==> src/hw/rtl/fifo_or_priority_queue_top_macros.svh <==
// ----------------------------------------------------------------------------
// Assertion macros for the queue block
// Clocked checks that are disabled while the synchronous reset is asserted.
// ----------------------------------------------------------------------------
`ifndef FIFO_OR_PRIORITY_QUEUE_TOP_MACROS_SVH
`define FIFO_OR_PRIORITY_QUEUE_TOP_MACROS_SVH

// Checks a property at every rising edge of i_clk outside of reset.
`define FOPQ_ASSERT(label, prop, msg) \
    label: assert property (@(posedge i_clk) disable iff (!i_rst_n) prop) \
        else $error(msg);

// Checks that a condition implies a consequence on the next clock edge.
`define FOPQ_ASSERT_NEXT(label, cond, cons, msg) \
    label: assert property (@(posedge i_clk) disable iff (!i_rst_n) \
        (cond) |=> (cons)) else $error(msg);

`endif

==> src/hw/rtl/fopq_pkg.sv <==
// ----------------------------------------------------------------------------
// Queue package
// Entry and cell control types shared by the cell row and the top level.
// ----------------------------------------------------------------------------
`default_nettype none

package fopq_pkg;

    localparam int unsigned IdW    = 8;
    localparam int unsigned PriceW = 16;
    localparam int unsigned LenW   = 5;

    localparam logic REQ_ENQ = 1'b0;
    localparam logic REQ_DEQ = 1'b1;

    typedef struct packed {
        logic [IdW-1:0]    id;
        logic [PriceW-1:0] price;
    } t_entry;

    typedef struct packed {
        logic   enq;
        logic   deq;
        logic   prio;
        t_entry new_entry;
    } t_cell_ctrl;

endpackage

`default_nettype wire

==> src/hw/rtl/fopq_cell.sv <==
// ----------------------------------------------------------------------------
// Queue cell
// Holds one entry; on an enqueue it keeps, takes the new entry or shifts in
// its front neighbor, and on a dequeue it shifts in its rear neighbor.
// ----------------------------------------------------------------------------
`default_nettype none

module fopq_cell (
    input  wire logic                  i_clk,
    input  wire fopq_pkg::t_cell_ctrl  i_ctrl,
    input  wire logic                  i_occupied,
    input  wire logic                  i_prior,
    input  wire fopq_pkg::t_entry      i_prev,
    input  wire fopq_pkg::t_entry      i_next,
    output logic                       o_prior,
    output fopq_pkg::t_entry           o_entry
);
    import fopq_pkg::*;

    t_entry r_entry;
    t_entry n_entry;
    logic   lower;
    logic   hit;

    assign lower   = i_occupied && i_ctrl.prio && (r_entry.price < i_ctrl.new_entry.price);
    assign hit     = !i_occupied || lower;
    assign o_prior = i_prior || hit;
    assign o_entry = r_entry;

    always_comb begin
        n_entry = r_entry;
        if (i_ctrl.enq) begin
            if (i_prior) begin
                n_entry = i_prev;
            end else if (hit) begin
                n_entry = i_ctrl.new_entry;
            end
        end else if (i_ctrl.deq) begin
            n_entry = i_next;
        end
    end

    always_ff @(posedge i_clk) begin
        r_entry <= n_entry;
    end

endmodule

`default_nettype wire

==> src/hw/rtl/fifo_or_priority_queue_top.sv <==
// ----------------------------------------------------------------------------
// FIFO or priority queue
// Bounded queue of handle and price entries in arrival or highest-price order.
// ----------------------------------------------------------------------------
// The block takes one request beat per clock cycle and returns one result beat
// for each in the next cycle, from an output register. Each request updates all
// cells together because each of the DEPTH cells of the row compares its
// own price with the new one and shifts toward its neighbor at once; the
// insertion point ripples along the row as a single prior-hit signal. The
// input stalls only while a result beat is held and not taken.
`default_nettype none

`include "fifo_or_priority_queue_top_macros.svh"

module fifo_or_priority_queue_top #(
    parameter int unsigned DEPTH = 16
) (
    input  wire logic        i_clk,
    input  wire logic        i_rst_n,
    input  wire logic        i_cfg_we,
    input  wire logic        i_cfg_wdata,
    input  wire logic        s_axis_tvalid,
    output logic             s_axis_tready,
    // item_id [7:0], price [23:8]
    input  wire logic [23:0] s_axis_tdata,
    // req_type [0]
    input  wire logic [0:0]  s_axis_tuser,
    output logic             m_axis_tvalid,
    input  wire logic        m_axis_tready,
    // out_item_id [7:0], out_price [23:8], was_empty [24], dropped_full [25],
    // cur_length [30:26], peak_length [35:31], zero [39:36]
    output logic [39:0]      m_axis_tdata,
    // out_valid [0]
    output logic [0:0]       m_axis_tuser
);
    import fopq_pkg::*;

    localparam int unsigned CntW = $clog2(DEPTH + 1);

    logic            r_prio;
    logic [CntW-1:0] r_count;
    logic [CntW-1:0] n_count;
    logic [CntW-1:0] r_peak;
    logic [CntW-1:0] n_peak;
    logic            r_m_valid;
    logic [39:0]     r_m_tdata;
    logic [0:0]      r_m_tuser;

    logic            in_acc;
    logic            is_deq;
    logic            full;
    logic            empty;
    logic            out_hit;
    logic            drop;
    t_entry          new_entry;
    t_entry          front;
    t_cell_ctrl      ctrl;
    logic [31:0]     count_w;
    logic [31:0]     peak_w;

    t_entry          cell_entry [DEPTH];
    logic            cell_prior [DEPTH+1];

    assign in_acc        = s_axis_tvalid && s_axis_tready;
    assign s_axis_tready = !r_m_valid || m_axis_tready;
    assign is_deq        = (s_axis_tuser[0] == REQ_DEQ);
    assign full          = (r_count == CntW'(DEPTH));
    assign empty         = (r_count == '0);
    assign new_entry.id    = s_axis_tdata[7:0];
    assign new_entry.price = s_axis_tdata[23:8];

    assign ctrl.enq       = in_acc && !is_deq && !full;
    assign ctrl.deq       = in_acc && is_deq && !empty;
    assign ctrl.prio      = r_prio;
    assign ctrl.new_entry = new_entry;

    assign out_hit = is_deq && !empty;
    assign drop    = !is_deq && full;
    assign front   = cell_entry[0];

    assign cell_prior[0] = 1'b0;

    genvar g;
    generate
        for (g = 0; g < DEPTH; g++) begin : g_cell
            t_entry prev_entry;
            t_entry next_entry;
            if (g == 0) begin : g_first
                assign prev_entry = new_entry;
            end else begin : g_mid
                assign prev_entry = cell_entry[g-1];
            end
            if (g == DEPTH - 1) begin : g_last
                assign next_entry = new_entry;
            end else begin : g_body
                assign next_entry = cell_entry[g+1];
            end
            fopq_cell u_cell (
                .i_clk      (i_clk),
                .i_ctrl     (ctrl),
                .i_occupied (CntW'(g) < r_count),
                .i_prior    (cell_prior[g]),
                .i_prev     (prev_entry),
                .i_next     (next_entry),
                .o_prior    (cell_prior[g+1]),
                .o_entry    (cell_entry[g])
            );
        end
    endgenerate

    always_comb begin
        n_count = r_count;
        if (ctrl.enq) begin
            n_count = r_count + 1'b1;
        end else if (ctrl.deq) begin
            n_count = r_count - 1'b1;
        end
        n_peak = (n_count > r_peak) ? n_count : r_peak;
    end

    assign count_w = 32'(n_count);
    assign peak_w  = 32'(n_peak);

    always_ff @(posedge i_clk) begin
        if (!i_rst_n) begin
            r_prio    <= 1'b0;
            r_count   <= '0;
            r_peak    <= '0;
            r_m_valid <= 1'b0;
        end else begin
            if (i_cfg_we) begin
                r_prio <= i_cfg_wdata;
            end
            if (in_acc) begin
                r_count   <= n_count;
                r_peak    <= n_peak;
                r_m_valid <= 1'b1;
            end else if (m_axis_tready) begin
                r_m_valid <= 1'b0;
            end
        end
    end

    always_ff @(posedge i_clk) begin
        if (in_acc) begin
            r_m_tdata[7:0]   <= out_hit ? front.id : '0;
            r_m_tdata[23:8]  <= out_hit ? front.price : '0;
            r_m_tdata[24]    <= is_deq && empty;
            r_m_tdata[25]    <= drop;
            r_m_tdata[30:26] <= count_w[LenW-1:0];
            r_m_tdata[35:31] <= peak_w[LenW-1:0];
            r_m_tdata[39:36] <= '0;
            r_m_tuser[0]     <= out_hit;
        end
    end

    assign m_axis_tvalid = r_m_valid;
    assign m_axis_tdata  = r_m_tdata;
    assign m_axis_tuser  = r_m_tuser;

    `FOPQ_ASSERT(a_count_bound, (r_count <= CntW'(DEPTH)), "count exceeds depth")
    `FOPQ_ASSERT(a_peak_ge_count, (r_peak >= r_count), "peak below current count")
    `FOPQ_ASSERT_NEXT(a_deq_shrinks, ctrl.deq, (r_count == $past(r_count) - 1'b1),
        "dequeue did not shrink the queue")
    `FOPQ_ASSERT_NEXT(a_enq_grows, ctrl.enq, (r_count == $past(r_count) + 1'b1),
        "enqueue did not grow the queue")
    `FOPQ_ASSERT_NEXT(a_result_follows, in_acc, (r_m_valid && (!r_m_tuser[0] || !r_m_tdata[24])),
        "missing or inconsistent result beat")

endmodule

`default_nettype wire

==> config.mk <==
export PLATFORM = sky130hd
export DESIGN_NAME = fifo_or_priority_queue_top
export DESIGN_NICKNAME = d
export VERILOG_FILES = /design/src/hw/rtl/fopq_pkg.sv /design/src/hw/rtl/fopq_cell.sv /design/src/hw/rtl/fifo_or_priority_queue_top.sv
export VERILOG_INCLUDE_DIRS = /design/src /design/src/hw/rtl
export SDC_FILE = /design/constraint.sdc
export NUM_CORES = 1
export LEC_CHECK = 0
export BUFFER_PORTS_ARGS = -buffer_cell sky130_fd_sc_hd__buf_2
export CORE_ASPECT_RATIO = 1.4
export CORE_MARGIN = 1.5
export CORE_UTILIZATION = 50
export CTS_BUF_LIST = sky130_fd_sc_hd__clkbuf_4
export CTS_CLUSTER_DIAMETER = 50
export DETAILED_ROUTE_END_ITERATION = 8
export GPL_TIMING_DRIVEN = 0
export PLACE_DENSITY = 0.66
export SLEW_MARGIN = 0
export SYNTH_ARGS = -nofsm -noshare
export SYNTH_HDL_FRONTEND = slang
export SYNTH_SLANG_ARGS = --single-unit
==> constraint.sdc <==
create_clock -name i_clk -period 6.47 [get_ports i_clk]
set_input_delay 0.647 -clock i_clk [delete_from_list [all_inputs] [get_ports i_clk]]
set_output_delay 0.647 -clock i_clk [all_outputs]
set_load 0.005 [all_outputs]
==> Flow_metrics.wiki <==
{| class="wikitable"
! Metric !! Value
|-
| Share of final-layout standard cells stronger than drive strength 1 || 12.3%
|-
| Routed WL || 117000 um
|-
| Proportion of total power due to net switching || 36.6%
|-
| Buffer depth of the longest clock path || 3
|-
| Residual DRC || 0
|-
| Buffers plus inverters on the worst setup path || 5
|-
| Clock network latency to the later pin of the worst-skew pair || 930 ps
|-
| Combinational fraction of design power || 27.2%
|-
| Maximum fanout along the worst path || 24
|-
| Area of the core || 54300 sq um
|-
| Vias in the first global route || 25.1k
|-
| Maximum Capacitance Violations || 1
|-
| Worst Max-Slew Pin Slew || 1580 ps
|-
| Minimum clock period after layout || 5850 ps
|-
| Required time at the endpoint of the critical path || 6990 ps
|-
| Hold Violations, Final || 0
|-
| P_sw || 3.29 mW
|-
| Synth-to-layout area growth || 11.3%
|-
| Number of violations reported at the end of detailed-routing iteration 0 || 3289
|-
| Proportion of power drawn by flip-flops and latches || 45.4%
|-
| Sequential area share after synthesis || 46.8%
|-
| Largest net degree at the start of global routing || 44
|-
| Vias || 25.5k
|-
| Run status || finished, violations left
|-
| Hold path startpoint || s_axis_tvalid
|-
| Synth Flop Type || sky130_fd_sc_hd__edfxtp_1
|-
| Clock tree from TritonCTS || built
|-
| Post-layout net count || 3209
|-
| Total Routing Usage GR || 41.0%
|-
| H-tree depth reported by CTS || 3
|-
| Critical Path, Cell by Cell || buf_2, inv_1, ha_1, a21oi_1, o21ai_0, a2111oi_0, o21ai_0, and3_1, buf_2, nand3_2, clkbuf_1, clkbuf_1, nor2_1, a31oi_4
|-
| Worst clock skew on the final layout || 43.0 ps
|-
| Leakage power figure || 11.6 nW
|-
| Setup violation total in the final timing report || 0
|-
| DP Area || 29100 sq um
|-
| Worst slew margin || -5.53%
|-
| Number of primary I/O pins || 74
|-
| Mean instance size in the synthesized netlist || 10.1 sq um
|-
| First-pass GRT wire length || 166000 um
|-
| CP delay by family, top || buffers and inverters
|-
| Type of destination of the critical path || register
|-
| Clock-pin slew of the registers on the worst-case setup and hold paths || 90 ps
|-
| Arrival time at the worst endpoint || 6370 ps
|-
| Port Buffers || 69
|-
| Die Outline Area || 56500 sq um
|-
| Post-cts sizing count || 0
|-
| Die Span Y || 281 um
|-
| Cell Pwr Density || 293 nW/um^2
|-
| Antenna violations before repair || 3
|-
| Cell Count Post-Placement || 3533
|-
| First-pass iteration count of the detailed router || 6
|-
| Crit share post-route || 90.4%
|-
| Antenna viol nets, final || 0
|-
| Internal portion of total power || 5.68 mW
|-
| Max Fclk || 0.171 GHz
|-
| Worst setup path start || s_axis_tdata[17]
|-
| Detailed placer's ending HPWL || 86900 um
|-
| Share of async-settable or async-resettable flops after synthesis || 0%
|-
| Source of the worst register-to-register timing path || r_prio$_SDFFE_PN0P_
|-
| Violated checks || max-capacitance violations, max-slew violations
|-
| Wire per inst || 31.3 um
|-
| Number of CTS-inserted buffers || 111
|-
| Design Power || 8.97 mW
|-
| Top cell types by occurrence after synthesis || sky130_fd_sc_hd__edfxtp_1, sky130_fd_sc_hd__nand2_1, sky130_fd_sc_hd__ha_1
|-
| Synthesized area || 27500 sq um
|-
| Mapped Cells || 2731
|-
| Global-route congestion overflow total || 0
|-
| Yosys top cell area share || 45.9%
|-
| Max-slew violation total from the final report || 11
|-
| Warnings, synthesis || 0
|-
| Most used standard cell by instance count after synthesis || sky130_fd_sc_hd__edfxtp_1
|-
| Worst hold path type || input pin to register
|-
| Vias per Instance || 6.81
|-
| Relative contribution of the clock network to total power || 27.4%
|-
| Crit path max-delay cell type || sky130_fd_sc_hd__inv_1
|-
| WHS || 81.7 ps
|-
| Finished Layout Cells || 3747
|-
| RSZ-0062 raised after global routing || false
|-
| Startpoint type of the worst setup path || input pin
|-
| Slowest Stage Delay on Critical Path || 1020 ps
|-
| TritonCTS sink count || 433
|-
| Width of the chip || 201 um
|-
| Effective utilization at floorplan || 50.7%
|-
| Final instance area || 30600 sq um
|-
| Final weighted congestion in routability-driven placement || 1.06
|-
| Site row count || 101
|-
| Crit path kind || input pin to register
|-
| Synthesized flop and latch total || 433
|-
| Largest cells by area after synthesis || sky130_fd_sc_hd__edfxtp_1, sky130_fd_sc_hd__ha_1, sky130_fd_sc_hd__nand2_1
|-
| Number of flops mapped to enable cells by yosys || 421
|-
| CTS root buffer || sky130_fd_sc_hd__clkbuf_4
|-
| Post-synthesis cell type count || 69
|-
| Top cell type by total area after synthesis || sky130_fd_sc_hd__edfxtp_1
|-
| Worst VDD drop || 0.167 mV
|}
-- state kept, by name, summed over array words and instances, names as in the netlist --
signal / count
m_axis_tuser: 1
r_peak: 5
m_axis_tvalid: 1
r_prio: 1
m_axis_tdata: 36
r_count: 5
g_cell.u_cell.o_entry: 384
-- placed cells by master, fill, tap and decap left out, types with 7 or more instances in the layout --
| cell | Yosys | routed |
|---|---|---|
| sky130_fd_sc_hd__nor2b_1 | 14 | 14 |
| sky130_fd_sc_hd__and3_1 | 13 | 13 |
| sky130_fd_sc_hd__nor4_1 | 46 | 46 |
| sky130_fd_sc_hd__a221o_1 | 50 | 50 |
| sky130_fd_sc_hd__nor3b_1 | 7 | 7 |
| sky130_fd_sc_hd__dfxtp_1 | 12 | 12 |
| sky130_fd_sc_hd__nand2b_1 | 9 | 9 |
| sky130_fd_sc_hd__nand4_1 | 57 | 57 |
| sky130_fd_sc_hd__clkinv_2 | 0 | 13 |
| sky130_fd_sc_hd__nor2_1 | 198 | 197 |
| sky130_fd_sc_hd__a41oi_1 | 46 | 43 |
| sky130_fd_sc_hd__nand2_1 | 369 | 369 |
| sky130_fd_sc_hd__o21ai_0 | 153 | 153 |
| sky130_fd_sc_hd__a21oi_1 | 127 | 120 |
| sky130_fd_sc_hd__o211ai_1 | 58 | 58 |
| sky130_fd_sc_hd__clkbuf_1 | 160 | 160 |
| sky130_fd_sc_hd__nand3_1 | 99 | 99 |
| sky130_fd_sc_hd__edfxtp_1 | 421 | 421 |
| sky130_fd_sc_hd__mux2i_1 | 79 | 79 |
| sky130_fd_sc_hd__clkbuf_4 | 0 | 160 |
| sky130_fd_sc_hd__o21a_1 | 11 | 11 |
| sky130_fd_sc_hd__buf_2 | 43 | 112 |
| sky130_fd_sc_hd__ha_1 | 249 | 249 |
| sky130_fd_sc_hd__buf_1 | 20 | 20 |
| sky130_fd_sc_hd__inv_1 | 39 | 39 |
| sky130_fd_sc_hd__o31ai_1 | 77 | 77 |
| sky130_fd_sc_hd__a31oi_1 | 116 | 111 |
| sky130_fd_sc_hd__buf_4 | 9 | 9 |
| sky130_fd_sc_hd__a2111oi_0 | 10 | 10 |
| sky130_fd_sc_hd__a21o_1 | 23 | 23 |
| sky130_fd_sc_hd__and2_1 | 78 | 78 |
| sky130_fd_sc_hd__mux2_2 | 26 | 26 |
| sky130_fd_sc_hd__clkinv_1 | 1 | 27 |
| sky130_fd_sc_hd__a211oi_1 | 21 | 21 |
-- power groups by stage --
stage               clock network, mW  registers [mW]  logic [mW]
floorplan                           0            3.91        1.51
global route                     2.58            4.08        2.63
CTS                              2.45            4.04        2.36
detailed placement                  0            4.10        2.34
finish                           2.45            4.07        2.44
global placement                    0            4.11        2.20
-- area by class of cell --
cell class	count	area, sq um
diodes	5	12.5
repair buffers	82	578
flip-flops and latches	433	12900
well taps	721	902
plain buffers	236	1000
inverters	41	155
clock buffers	160	1200
clock inverters	45	229
multi-input cells	2024	13700
fillers	4917	23700
-- final timing paths --
path / endpoint / slack, ps / cells past startpoint
worst max-delay path: g_cell[10].u_cell.o_entry[19]$_DFFE_PP_ / 620 / 14
worst min-delay path: m_axis_tvalid$_SDFFE_PN0P_ / 80 / 3
worst max register to register: g_cell[10].u_cell.o_entry[19]$_DFFE_PP_ / 860 / 10
worst min register to register: r_peak[1]$_SDFFE_PN0P_ / 510 / 2
-- cell families after synthesis --
logic type	after synthesis	synth area share, %
AO/OA/AOI/OAI	740	18.1
XOR/XNOR	4	0.127
adder cells (fa/ha/maj)	249	11.3
buffers and inverters	277	4.20
flip-flops	433	46.8
multiplexers	105	3.94
other	1	0.0136
AND/OR/NAND/NOR	922	15.5
-- metal layers --
| metal | track usage, % | wire length, um |
|---|---|---|
| met5 | 0 | 0 |
| met4 | 37.7 | 11900 |
| met3 | 7.79 | 11800 |
| met2 | 66.3 | 53800 |
| met1 | 46.0 | 39900 |
-- timing repair --
item	in CTS	in global routing
hold endpoints to repair	3	0
hold buffers	3	0
buffers inserted	0	0
-- stage by stage --
step	setup TNS [ps]	setup WS (ps)	util, %
4_1_cts	0	941	56.3
6_report	0	621	56.4
2_1_floorplan	0	1670	-
3_3_place_gp	-225630	-1460	53.0
5_1_grt	0	432	56.4
3_5_place_dp	0	19.3	53.6
-- worst min-delay path, stage by stage --
cell	delay, ps
sky130_fd_sc_hd__buf_2	110
sky130_fd_sc_hd__inv_1	90
sky130_fd_sc_hd__a21boi_0	100
No activity file was read; power rests on OpenSTA's default activity.
